--- src/rtl/uok_pkg.sv ---
// uok_pkg: types and constants shared by the modem response detector.
// No dependencies; imported by uart_response_ok_detector.
`default_nettype none

package uok_pkg;

    // Item kinds on the input channel
    typedef enum logic [1:0] {
        KIND_RX_BYTE    = 2'd0,
        KIND_READ       = 2'd1,
        KIND_START_WAIT = 2'd2,
        KIND_TICK       = 2'd3
    } kind_t;

    // Matcher states for CR LF 'O' 'K' CR LF
    typedef enum logic [2:0] {
        M_IDLE   = 3'd0,
        M_CR     = 3'd1,
        M_CRLF   = 3'd2,
        M_O      = 3'd3,
        M_OK     = 3'd4,
        M_OK_CR  = 3'd5
    } match_state_t;

    localparam logic [7:0]  CH_CR       = 8'h0D;
    localparam logic [7:0]  CH_LF       = 8'h0A;
    localparam logic [7:0]  CH_O        = 8'h4F;
    localparam logic [7:0]  CH_K        = 8'h4B;
    localparam logic [15:0] TICK_MS     = 16'd10;
    localparam logic [15:0] ELAPSED_MAX = 16'hFFFF;

    // Result queue: four entries, two-bit indexes, three-bit count
    localparam int unsigned RES_DEPTH = 4;
    localparam int unsigned RES_IDX_W = 2;
    localparam int unsigned RES_CNT_W = 3;

    typedef struct packed {
        kind_t       kind;
        logic [7:0]  rx_byte;
        logic [15:0] limit_ms;
    } item_t;

    typedef struct packed {
        logic [7:0] read_data;
        logic       read_valid;
        logic       wait_done;
        logic       wait_failed;
        logic       ok_seen;
        logic       waiting;
    } result_t;

endpackage

`default_nettype wire

--- src/rtl/uart_response_ok_detector.sv ---
// uart_response_ok_detector: receive ring, OK-response matcher and wait timer.
// Depends on uok_pkg (item/result word types, matcher states, constants).
`default_nettype none

// Receive side of a modem command link. Each input word is one of: a received
// byte (stored in a DEPTH-entry ring that holds at most DEPTH-1 bytes; a byte
// arriving on a full ring is dropped but still seen by the matcher), a read
// request (pops the oldest byte, or returns 0 with read_valid low when empty),
// a start-wait (clears the ok flag and arms a timeout in ms, ending at once
// when the timeout is 0), or a 10 ms tick (while a wait is pending, advances
// the elapsed time, saturating at 65535, and ends the wait when OK was seen or
// the timeout is reached). Ending a wait empties the ring. Every input word
// yields exactly one result word. One word is accepted per cycle while there is
// room; control state is updated at the accept edge, the ring memory is read
// there too; the result passes a pipe stage that registers the memory read,
// then a four-entry result queue. The input stalls while stage and queue hold
// four words. The ring is a single-port-write, single-port-read memory with
// registered read data and needs no clearing after reset.
module uart_response_ok_detector
    import uok_pkg::*;
#(
    parameter int unsigned DEPTH = 512
)
(
    input  wire logic    clk,
    input  wire logic    rst_n,
    input  wire logic    item_valid,
    output logic         item_ready,
    input  wire item_t   item,
    output logic         result_valid,
    input  wire logic    result_ready,
    output result_t      result
);

    localparam int unsigned PTR_W = $clog2(DEPTH);
    localparam logic [PTR_W-1:0] PTR_LAST = PTR_W'(DEPTH - 1);

    // ---------------------------------------------------------------
    // State
    // ---------------------------------------------------------------
    logic [PTR_W-1:0] write_ptr_reg, write_ptr_next;
    logic [PTR_W-1:0] read_ptr_reg,  read_ptr_next;
    match_state_t     match_state_reg, match_state_next;
    logic             ok_flag_reg,     ok_flag_next;
    logic             wait_active_reg, wait_active_next;
    logic [15:0]      elapsed_reg,     elapsed_next;
    logic [15:0]      wait_limit_reg,  wait_limit_next;

    logic [7:0]       ring_mem [DEPTH];
    logic [7:0]       mem_q_reg;

    // Stage between accept and result queue (holds everything but the byte)
    logic             pipe_valid_reg;
    result_t          pipe_reg, pipe_next;

    // Result queue
    result_t              res_fifo_reg [RES_DEPTH];
    logic [RES_IDX_W-1:0] res_wr_reg, res_rd_reg;
    logic [RES_CNT_W-1:0] res_cnt_reg;

    logic item_fire;
    logic result_fire;
    logic ring_write;
    logic ring_pop;
    logic ok_hit;
    logic done_c;
    logic [PTR_W-1:0] wr_ptr_inc;
    logic [PTR_W-1:0] rd_ptr_inc;
    logic [16:0]      elapsed_sum;
    logic [15:0]      elapsed_tick;
    result_t          pipe_word;

    // Room for a new word as long as pipe stage plus queue stay within depth
    assign item_ready  = (res_cnt_reg + {{(RES_CNT_W-1){1'b0}}, pipe_valid_reg})
                         < RES_CNT_W'(RES_DEPTH);
    assign item_fire   = item_valid && item_ready;
    assign result_valid = (res_cnt_reg != '0);
    assign result_fire = result_valid && result_ready;
    assign result      = res_fifo_reg[res_rd_reg];

    assign wr_ptr_inc  = (write_ptr_reg == PTR_LAST) ? '0 : write_ptr_reg + PTR_W'(1);
    assign rd_ptr_inc  = (read_ptr_reg  == PTR_LAST) ? '0 : read_ptr_reg  + PTR_W'(1);

    assign elapsed_sum  = {1'b0, elapsed_reg} + {1'b0, TICK_MS};
    assign elapsed_tick = elapsed_sum[16] ? ELAPSED_MAX : elapsed_sum[15:0];

    // ---------------------------------------------------------------
    // Matcher: next state
    // ---------------------------------------------------------------
    always_comb
    begin
        unique case (match_state_reg)
            M_CR:
            begin
                match_state_next = (item.rx_byte == CH_LF) ? M_CRLF : M_CR;
            end
            M_CRLF:
            begin
                if (item.rx_byte == CH_O)
                    match_state_next = M_O;
                else if (item.rx_byte == CH_CR)
                    match_state_next = M_CR;
                else
                    match_state_next = M_IDLE;
            end
            M_O:
            begin
                if (item.rx_byte == CH_K)
                    match_state_next = M_OK;
                else if (item.rx_byte == CH_CR)
                    match_state_next = M_CR;
                else
                    match_state_next = M_IDLE;
            end
            M_OK:
            begin
                match_state_next = (item.rx_byte == CH_CR) ? M_OK_CR : M_IDLE;
            end
            M_OK_CR:
            begin
                match_state_next = M_IDLE;
            end
            default:
            begin
                // idle, and the two unused codes
                match_state_next = (item.rx_byte == CH_CR) ? M_CR : M_IDLE;
            end
        endcase
    end

    // Matcher: output (full sequence seen on this byte)
    always_comb
    begin
        unique case (match_state_reg)
            M_OK_CR: ok_hit = (item.rx_byte == CH_LF);
            default: ok_hit = 1'b0;
        endcase
    end

    // ---------------------------------------------------------------
    // Item processing
    // ---------------------------------------------------------------
    always_comb
    begin
        write_ptr_next   = write_ptr_reg;
        read_ptr_next    = read_ptr_reg;
        ok_flag_next     = ok_flag_reg;
        wait_active_next = wait_active_reg;
        elapsed_next     = elapsed_reg;
        wait_limit_next  = wait_limit_reg;
        ring_write       = 1'b0;
        ring_pop         = 1'b0;
        done_c           = 1'b0;

        case (item.kind)
            KIND_RX_BYTE:
            begin
                if (wr_ptr_inc != read_ptr_reg)
                begin
                    ring_write     = 1'b1;
                    write_ptr_next = wr_ptr_inc;
                end
                if (ok_hit)
                    ok_flag_next = 1'b1;
            end
            KIND_READ:
            begin
                if (read_ptr_reg != write_ptr_reg)
                begin
                    ring_pop      = 1'b1;
                    read_ptr_next = rd_ptr_inc;
                end
            end
            KIND_START_WAIT:
            begin
                ok_flag_next     = 1'b0;
                elapsed_next     = '0;
                wait_limit_next  = item.limit_ms;
                wait_active_next = 1'b1;
                done_c           = (item.limit_ms == '0);
            end
            default:
            begin
                // tick: only counts while a wait is pending
                if (wait_active_reg)
                begin
                    elapsed_next = elapsed_tick;
                    done_c = ok_flag_reg || (elapsed_tick >= wait_limit_reg);
                end
            end
        endcase

        // Ending a wait drops whatever the ring holds
        if (done_c)
        begin
            read_ptr_next    = write_ptr_next;
            wait_active_next = 1'b0;
        end

        pipe_next.read_data   = '0;
        pipe_next.read_valid  = ring_pop;
        pipe_next.wait_done   = done_c;
        pipe_next.wait_failed = done_c && !ok_flag_next;
        pipe_next.ok_seen     = ok_flag_next;
        pipe_next.waiting     = wait_active_next;
    end

    always_ff @(posedge clk or negedge rst_n)
    begin
        if (!rst_n)
        begin
            write_ptr_reg   <= '0;
            read_ptr_reg    <= '0;
            match_state_reg <= M_IDLE;
            ok_flag_reg     <= 1'b0;
            wait_active_reg <= 1'b0;
            elapsed_reg     <= '0;
            wait_limit_reg  <= '0;
        end
        else if (item_fire)
        begin
            write_ptr_reg   <= write_ptr_next;
            read_ptr_reg    <= read_ptr_next;
            ok_flag_reg     <= ok_flag_next;
            wait_active_reg <= wait_active_next;
            elapsed_reg     <= elapsed_next;
            wait_limit_reg  <= wait_limit_next;
            if (item.kind == KIND_RX_BYTE)
                match_state_reg <= match_state_next;
        end
    end

    // Ring memory: reads and writes never fall on the same word
    always_ff @(posedge clk)
    begin
        if (item_fire && ring_write)
            ring_mem[write_ptr_reg] <= item.rx_byte;
        if (item_fire && ring_pop)
            mem_q_reg <= ring_mem[read_ptr_reg];
    end

    // ---------------------------------------------------------------
    // Pipe stage and result queue
    // ---------------------------------------------------------------
    always_ff @(posedge clk or negedge rst_n)
    begin
        if (!rst_n)
            pipe_valid_reg <= 1'b0;
        else
            pipe_valid_reg <= item_fire;
    end

    always_ff @(posedge clk)
    begin
        if (item_fire)
            pipe_reg <= pipe_next;
    end

    always_comb
    begin
        pipe_word = pipe_reg;
        pipe_word.read_data = pipe_reg.read_valid ? mem_q_reg : 8'd0;
    end

    always_ff @(posedge clk or negedge rst_n)
    begin
        if (!rst_n)
        begin
            res_wr_reg  <= '0;
            res_rd_reg  <= '0;
            res_cnt_reg <= '0;
        end
        else
        begin
            if (pipe_valid_reg)
                res_wr_reg <= res_wr_reg + RES_IDX_W'(1);
            if (result_fire)
                res_rd_reg <= res_rd_reg + RES_IDX_W'(1);
            if (pipe_valid_reg && !result_fire)
                res_cnt_reg <= res_cnt_reg + RES_CNT_W'(1);
            else if (!pipe_valid_reg && result_fire)
                res_cnt_reg <= res_cnt_reg - RES_CNT_W'(1);
        end
    end

    always_ff @(posedge clk)
    begin
        if (pipe_valid_reg)
            res_fifo_reg[res_wr_reg] <= pipe_word;
    end

    // ---------------------------------------------------------------
    // Assertions
    // ---------------------------------------------------------------
    a_queue_bound: assert property (@(posedge clk) disable iff (!rst_n)
        (res_cnt_reg + {{(RES_CNT_W-1){1'b0}}, pipe_valid_reg}) <= RES_CNT_W'(RES_DEPTH))
        else $error("result queue overflow");

    a_done_empties: assert property (@(posedge clk) disable iff (!rst_n)
        item_fire && done_c |=> (read_ptr_reg == write_ptr_reg) && !wait_active_reg)
        else $error("ended wait left ring or wait state");

    a_read_not_done: assert property (@(posedge clk) disable iff (!rst_n)
        result_valid |-> !(result.read_valid && result.wait_done))
        else $error("read word also reports wait end");

    a_failed_needs_done: assert property (@(posedge clk) disable iff (!rst_n)
        result_valid && result.wait_failed |-> result.wait_done && !result.ok_seen)
        else $error("wait_failed without wait_done");

endmodule

`default_nettype wire
--- config.mk ---
export PLATFORM = sky130hd
export DESIGN_NAME = uart_response_ok_detector
export DESIGN_NICKNAME = d
export VERILOG_FILES = /design/src/rtl/uok_pkg.sv /design/src/rtl/uart_response_ok_detector.sv
export SDC_FILE = /design/constraint.sdc
export NUM_CORES = 2
export LEC_CHECK = 0
export BUFFER_PORTS_ARGS = -buffer_cell sky130_fd_sc_hd__buf_2
export CORE_ASPECT_RATIO = 0.9
export CORE_MARGIN = 3
export CORE_UTILIZATION = 45
export DETAILED_ROUTE_END_ITERATION = 10
export SETUP_SLACK_MARGIN = 0.3
export SLEW_MARGIN = 20
export SYNTH_ARGS = -nofsm -noshare
export SYNTH_HDL_FRONTEND = slang
export SYNTH_MEMORY_MAX_BITS = 65536
export SYNTH_SLANG_ARGS = --single-unit
export TNS_END_PERCENT = 50
--- constraint.sdc ---
create_clock -name clk -period 5 [get_ports clk]
set_input_delay 1 -clock clk [delete_from_list [all_inputs] [get_ports clk]]
set_output_delay 1 -clock clk [all_outputs]
set_load 0.01 [all_outputs]
Word level (Yosys, flattened, before mapping). Memories as Yosys holds them, arrays and structs flattened. A register that Yosys moved wholly into a read port is not among the register bits. Cells that the tools add are included.

Flip-flop bits (word level): 68. Latch bits: 0. Bits in writable memories: 4148. ROM bits: 0. Input port bits: 30. Output and inout port bits: 15. Logic and storage cells: 101. Memories: 2.

$add $sub $neg: 8. Multipliers: 0. Divide/modulo/power cells: 0. Order comparisons: 2. Equality and inequality tests: 15. Shift-type cells: 0. Muxes and demuxes: 34. Bitwise logic cells: 1. Reductions and logical operators: 23.

Memory list: ring_mem (depth 512, width 8, read ports 1, clocked after memory_dff 1, wr ports 1, line uart_response_ok_detector.sv:49) `logic [7:0] ring_mem [DEPTH];`; res_fifo_reg (depth 4, width 13, read ports 1, clocked after memory_dff 0, wr ports 1, line uart_response_ok_detector.sv:57) `result_t res_fifo_reg [RES_DEPTH];`.

Operators with widths (count): $mux W9 (7); $mux W16 (2); $pmux W16 S2 (1); $add A9 B1 Y9 const B (2); $eq A9 B9 Y1 const B (2); $ne A9 B9 Y1 (2); $add A16 B4 Y17 const B (1); $eq A8 B4 Y1 const B (2); $eq A8 B7 Y1 const B (2); $ge A16 B16 Y1 (1); $logic_not A16 Y1 (1); $pmux W3 S5 (1); $mux W1 (14); $mux W3 (4); $mux W8 (1); $reduce_bool A2 Y1 (4); $logic_and A1 B1 Y1 (7); $eq A3 B2 Y1 const B (2); $eq A3 B3 Y1 const B (2); $reduce_and A3 Y1 (2); $add A2 B1 Y2 const B (2); $mux W2 (2); $pmux W1 S2 (2); $reduce_and A2 Y1 (2); 13 further kinds (15).

Logic depth before layout (Yosys ltp).
Word-level depth: 8. Mapped depth: 20. Gate-level depth less buffers: 16.

Least setup slack after synthesis. Ideal clock, no wire load.

Path type: flip-flop to flip-flop. Start: register elapsed_reg[1]. End: register read_ptr_reg[3]. Setup time: 0.083 ns. Arrival: 3.719 ns. Path slack: 1.199 ns. Stages on the path, launching flop included: 17. Buffers on the path: 0. Period minus slack after synthesis: 3.801 ns. Path through: dfrtp_1 > ha_1 > o21a_1 > and3_1 > and3_1 > and3_1 > and3_1 > nand3_1 > mux2_2 > ha_1 > a211oi_1 > o31ai_1 > a21oi_1 > a21oi_1 > a211oi_1 > a21oi_1 > o21ai_0.

Cells in the longest elaborated chain, start to end: 8. Elaborated cells on any way between the ends: 10.

RTL lines: start: declaration (line uart_response_ok_detector.sv:46) `logic [15:0] elapsed_reg, elapsed_next;`; start signal: assignment (line uart_response_ok_detector.sv:226) `elapsed_reg <= elapsed_next;`; $add A16 B4 Y17 * (line uart_response_ok_detector.sv:84) `assign elapsed_sum = {1'b0, elapsed_reg} + {1'b0, TICK_MS};`; $mux W16 * (line uart_response_ok_detector.sv:85) `assign elapsed_tick = elapsed_sum[16] ? ELAPSED_MAX : elapsed_sum[15:0];`; $ge A16 B16 Y1 * (line uart_response_ok_detector.sv:188) `done_c = ok_flag_reg || (elapsed_tick >= wait_limit_reg);`; $logic_or A1 B1 Y1 * (line uart_response_ok_detector.sv:188); $mux W1 * (line uart_response_ok_detector.sv:185) `if (wait_active_reg)`; $pmux W1 S2 * (line uart_response_ok_detector.sv:155) `case (item.kind)`; $reduce_bool A2 Y1 (no line); $reduce_and A3 Y1 (no line); end signal: assignment (line uart_response_ok_detector.sv:223) `read_ptr_reg <= read_ptr_next;`; end: declaration (line uart_response_ok_detector.sv:42) `logic [PTR_W-1:0] read_ptr_reg, read_ptr_next;`.

Mark *: on every way between the ends. The rest lies on a longest branch, timed or not. A chain may end at the register's enable or synchronous reset.

Worst setup path after layout.
Start: register write_ptr_reg[1]. End: memory ring_mem[91][5], enable pin.

Cells in the longest elaborated chain, start to end: 8. Elaborated cells on any way between the ends: 9.

RTL lines: start: declaration (line uart_response_ok_detector.sv:41) `logic [PTR_W-1:0] write_ptr_reg, write_ptr_next;`; start signal: assignment (line uart_response_ok_detector.sv:222) `write_ptr_reg <= write_ptr_next;`; $add A9 B1 Y9 or $eq A9 B9 Y1 (tied branches) (line uart_response_ok_detector.sv:81) `assign wr_ptr_inc = (write_ptr_reg == PTR_LAST) ? '0 : write_ptr_reg + PTR_W'(1);`; $mux W9 (line uart_response_ok_detector.sv:81); $ne A9 B9 Y1 (line uart_response_ok_detector.sv:158) `if (wr_ptr_inc != read_ptr_reg)`; $mux W1 (line uart_response_ok_detector.sv:158); $mux W1 (line uart_response_ok_detector.sv:155); $logic_and A1 B1 Y1 (line uart_response_ok_detector.sv:236) `if (item_fire && ring_write)`; $mux W1 (line uart_response_ok_detector.sv:236); $mux W1 (implied by the code) (line uart_response_ok_detector.sv:237) `ring_mem[write_ptr_reg] <= item.rx_byte;`; end: declaration (line uart_response_ok_detector.sv:49).

Parallel ways exist; a longest one is shown, timed or not.

==> impl_metrics.sql <==
INSERT INTO impl_metrics (metric_group, metric, value, unit) VALUES
('pwr', 'p_leak', '57.2', 'nW'),
('cells_and_area', 'nets', '8426', ''),
('floorplanning', 'initial_utilization', '45.4', '%'),
('cells_and_area', 'finalNonFillerCells', '13600', ''),
('logic_synthesis', 'synthesis.instances', '8029', ''),
('routing', 'detail_route.vias_per_cell', '6.35', ''),
('sta', 'worst_pin_slew', '1.25', 'ns'),
('routing', 'vias_after_detailed_routing', '86500', ''),
('floorplanning', 'die_h', '582', 'µm'),
('clock_tree', 'cts_setup_buffers', '0', ''),
('floorplanning', 'std_cell_rows', '210', ''),
('worst_setup_path', 'worstRegToRegCells', '15', ''),
('pwr', 'power_density', '499', 'nW/µm²'),
('routing', 'route.final.wire_length', '494', 'mm'),
('logic_synthesis', 'synth_ff_type', 'sky130_fd_sc_hd__edfxtp_1', ''),
('place', 'place.port_buffers', '44', ''),
('worst_setup_path', 'crit_fanout', '57', ''),
('floorplanning', 'die_width', '646', 'µm'),
('routing', 'avgRoutedWirePerCell', '36.3', 'µm'),
('cells_and_area', 'fillers', '28400', ''),
('worst_setup_path', 'critPathArrivalTime', '5.30', 'ns'),
('sta', 'maxSlewHeadroom', '16.5', '%'),
('sta', 'setup_repair_after_global_routing_missed_its_margin', 'yes', ''),
('clock_tree', 'cts_hold_repair.buffers', '0', ''),
('sta', 'setup_viol', '0', ''),
('cells_and_area', 'layout-area-overhead-vs-synth', '12.8', '%'),
('global_route', 'overflow', '0', ''),
('logic_synthesis', 'synth.ff_latch_count', '4224', ''),
('floorplanning', 'core-area', '365000', 'µm²'),
('cells_and_area', 'most-common-layout-cells', 'sky130_fd_sc_hd__edfxtp_1, sky130_fd_sc_hd__mux4_2, sky130_fd_sc_hd__nor2_1', ''),
('cells_and_area', 'largest_register_ffs', '4096', ''),
('global_route', 'grt_max_degree', '214', ''),
('place', 'dp_hpwl', '313', 'mm'),
('routing', 'drt-pass1-iter-count', '8', ''),
('clock_tree', 'clk_root_buffer_cell', 'sky130_fd_sc_hd__clkbuf_16', ''),
('cells_and_area', 'stdcell_area', '187000', 'µm²'),
('global_route', 'first_global_vias', '85100', ''),
('clock_tree', 'clock_sinks', '4224', ''),
('sta', 'post-route-period-util', '93.8', '%'),
('logic_synthesis', 'synth-edff-count', '4161', ''),
('logic_synthesis', 'post_synth_instance_area', '166000', 'µm²'),
('logic_synthesis', 'synth-warning-count', '0', ''),
('global_route', 'grt_pass1_wl', '689', 'mm'),
('floorplanning', 'die-area', '375000', 'µm²'),
('run_status', 'status', 'finished, final reports clean', ''),
('floorplanning', 'design.portCount', '45', ''),
('clock_tree', 'cts_inserted_buffers', '417', ''),
('logic_synthesis', 'synth.yosys.seq_area_share', '76.4', '%'),
('cells_and_area', 'layout_commonest_cell', 'sky130_fd_sc_hd__edfxtp_1', ''),
('worst_setup_path', 'worst_setup_path_end_kind', 'flip-flop', ''),
('worst_setup_path', 'path_class', 'flip-flop to flip-flop', ''),
('cells_and_area', 'fraction_of_layout_cells_with_a_size_suffix_above_1', '25.2', '%'),
('sta', 'maxSlewViolCount', '0', ''),
('sta', 'layout_min_cycle_time', '4.69', 'ns'),
('routing', 'drt_first_iter_violations', '13600', ''),
('place', 'gp_congestion', '0.899', ''),
('routing', 'ant_nets', '0', ''),
('sta', 'worst_clk_skew', '0.0685', 'ns'),
('clock_tree', 'tritoncts', 'built', ''),
('clock_tree', 'clkSlewWorstSetupHoldPaths', '0.07', 'ns'),
('clock_tree', 'clock_latency', '0.99', 'ns'),
('pwr', 'ir_drop', '0.000372', 'V'),
('place', 'place.detailed.instances', '12800', ''),
('sta', 'hold_violations', '0', ''),
('worst_setup_path', 'critical_path.startpoint', 'write_ptr_reg[1]$_DFFE_PN0P_', ''),
('worst_setup_path', 'critPathLaunchType', 'flip-flop', ''),
('flow_run', 'cap_viol_max_count', '0', ''),
('logic_synthesis', 'async_flop_share', '1.49', '%'),
('global_route', 'track_usage', '26.1', '%'),
('worst_setup_path', 'origin_of_the_critical_flop_to_flop_path', 'write_ptr_reg[1]$_DFFE_PN0P_', ''),
('logic_synthesis', 'average_size_of_a_mapped_cell', '20.6', 'µm²'),
('sta', 'max_freq', '213', 'MHz'),
('routing', 'detailed_route_drc_error_count', '0', ''),
('logic_synthesis', 'syn_nets', '8089', ''),
('place', 'placed_area', '173000', 'µm²'),
('hold_path', 'min-delay-path-class', 'input pin to async pin', ''),
('logic_synthesis', 'post_synth_num_cell_types', '79', ''),
('global_route', 'antenna_found_initial', '42', ''),
('worst_setup_path', 'critical_path_required', '5.61', 'ns'),
('clock_tree', 'cts.htree.levels', '5', ''),
('clock_tree', 'clk_path_buf_depth', '4', '');
-- stage by stage --
step                      hold WS, ns  TNS [ns]  total power (W)  util (%)  worst slack [ns]
after floorplan                 0.450         0           0.0537         -              1.20
after global placement          0.483    -0.227           0.0623      47.4            -0.227
after detailed placement        0.486         0           0.0624      47.4             0.260
after CTS                       0.128         0           0.0935      51.1             0.358
after global routing            0.208         0           0.0959      51.2             0.151
final                           0.162         0           0.0932      51.2             0.310
-- cell families after synthesis --
family,after synthesis,synth area share (%)
buffers and inverters,527,1.83
AOI/OAI and AO/OA,618,2.52
adders and majority gates,30,0.231
and+or+nand+nor,1316,3.38
muxes,1277,15.4
DFF,4224,76.4
xor gates and xnor gates,37,0.208
-- power breakdown --
part	internal (W)	total [W]	switching, W
clock network	0.0178	0.0314	0.0136
logic	0.00917	0.0220	0.0129
registers	0.0392	0.0397	0.000551
total	0.0662	0.0932	0.0271
-- final timing paths --
kind                                                 endpoint  slack, ns
min in group clk                wait_limit_reg[5]$_DFFE_PN0P_       0.28
worst min register to register     res_cnt_reg[2]$_DFFE_PN0P_       0.50
worst min-delay path            wait_limit_reg[2]$_DFFE_PN0P_       0.16
worst max register to register      ring_mem[91][5]$_DFFE_PP_       0.31
max in group asynchronous         read_ptr_reg[4]$_DFFE_PN0P_       4.13
worst max-delay path                ring_mem[91][5]$_DFFE_PP_       0.31
-- layout make-up --
class,count,area [µm²],share of cell area (%)
Clock buffer,495,10800,5.79
Antenna cell,22,55.1,0.0295
Clock inverter,278,2810,1.50
Timing Repair Buffer,404,4040,2.16
Tap cell,4876,6100,3.27
Sequential cell,4224,127000,67.7
Inverter,41,169,0.0904
Multi-Input combinational cell,3278,36300,19.4
-- cells in the mapped netlist (46+ instances only) --
| cell type | number | area [µm²] |
|---|---|---|
| sky130_fd_sc_hd__mux2_2 | 68 | 766 |
| sky130_fd_sc_hd__o21ai_0 | 86 | 430 |
| sky130_fd_sc_hd__a22oi_1 | 88 | 661 |
| sky130_fd_sc_hd__mux4_2 | 1017 | 22900 |
| sky130_fd_sc_hd__clkbuf_1 | 129 | 484 |
| sky130_fd_sc_hd__dfrtp_1 | 63 | 1580 |
| sky130_fd_sc_hd__a31oi_1 | 48 | 300 |
| sky130_fd_sc_hd__mux2i_1 | 192 | 1920 |
| sky130_fd_sc_hd__o22ai_1 | 120 | 751 |
| sky130_fd_sc_hd__nand2_1 | 379 | 1420 |
| sky130_fd_sc_hd__nor3_1 | 46 | 230 |
| sky130_fd_sc_hd__buf_6 | 54 | 608 |
| sky130_fd_sc_hd__buf_2 | 148 | 741 |
| sky130_fd_sc_hd__buf_4 | 115 | 863 |
| sky130_fd_sc_hd__a21oi_1 | 97 | 485 |
| sky130_fd_sc_hd__nor2_1 | 627 | 2350 |
| sky130_fd_sc_hd__nand3_1 | 90 | 450 |
| sky130_fd_sc_hd__edfxtp_1 | 4161 | 125000 |
-- worst max-delay path, stage by stage (launching register included) --
cell	delay [ns]
sky130_fd_sc_hd__dfrtp_1	0.56
sky130_fd_sc_hd__ha_1	0.39
sky130_fd_sc_hd__and3_1	0.22
sky130_fd_sc_hd__nand3_1	0.15
sky130_fd_sc_hd__nor2_1	0.15
sky130_fd_sc_hd__ha_1	0.28
sky130_fd_sc_hd__buf_4	0.24
sky130_fd_sc_hd__nor2_1	0.06
sky130_fd_sc_hd__nand2_1	0.10
sky130_fd_sc_hd__o21ai_0	0.12
sky130_fd_sc_hd__xor2_1	0.24
sky130_fd_sc_hd__o31ai_4	0.16
sky130_fd_sc_hd__or3_4	0.37
sky130_fd_sc_hd__buf_12	0.19
sky130_fd_sc_hd__buf_4	0.33
sky130_fd_sc_hd__nor2_1	0.71
-- what timing repair did --
item,4_1_cts,5_1_grt
gates resized for setup,2,20
endpoints found under the setup margin,385,1423
pin swaps,0,1
-- metal layers --
layer | global-route usage (%) | vias to the layer above | part of all wire, %
met5 | 0.256 | - | 0.052
met4 | 8.75 | 22 | 3.7
met2 | 38.4 | 5675 | 45
met1 | 38.0 | 46000 | 40
met3 | 6.97 | 858 | 12
li1 | - | 33900 | -
Note: power is estimated with default switching activity, not from simulation.
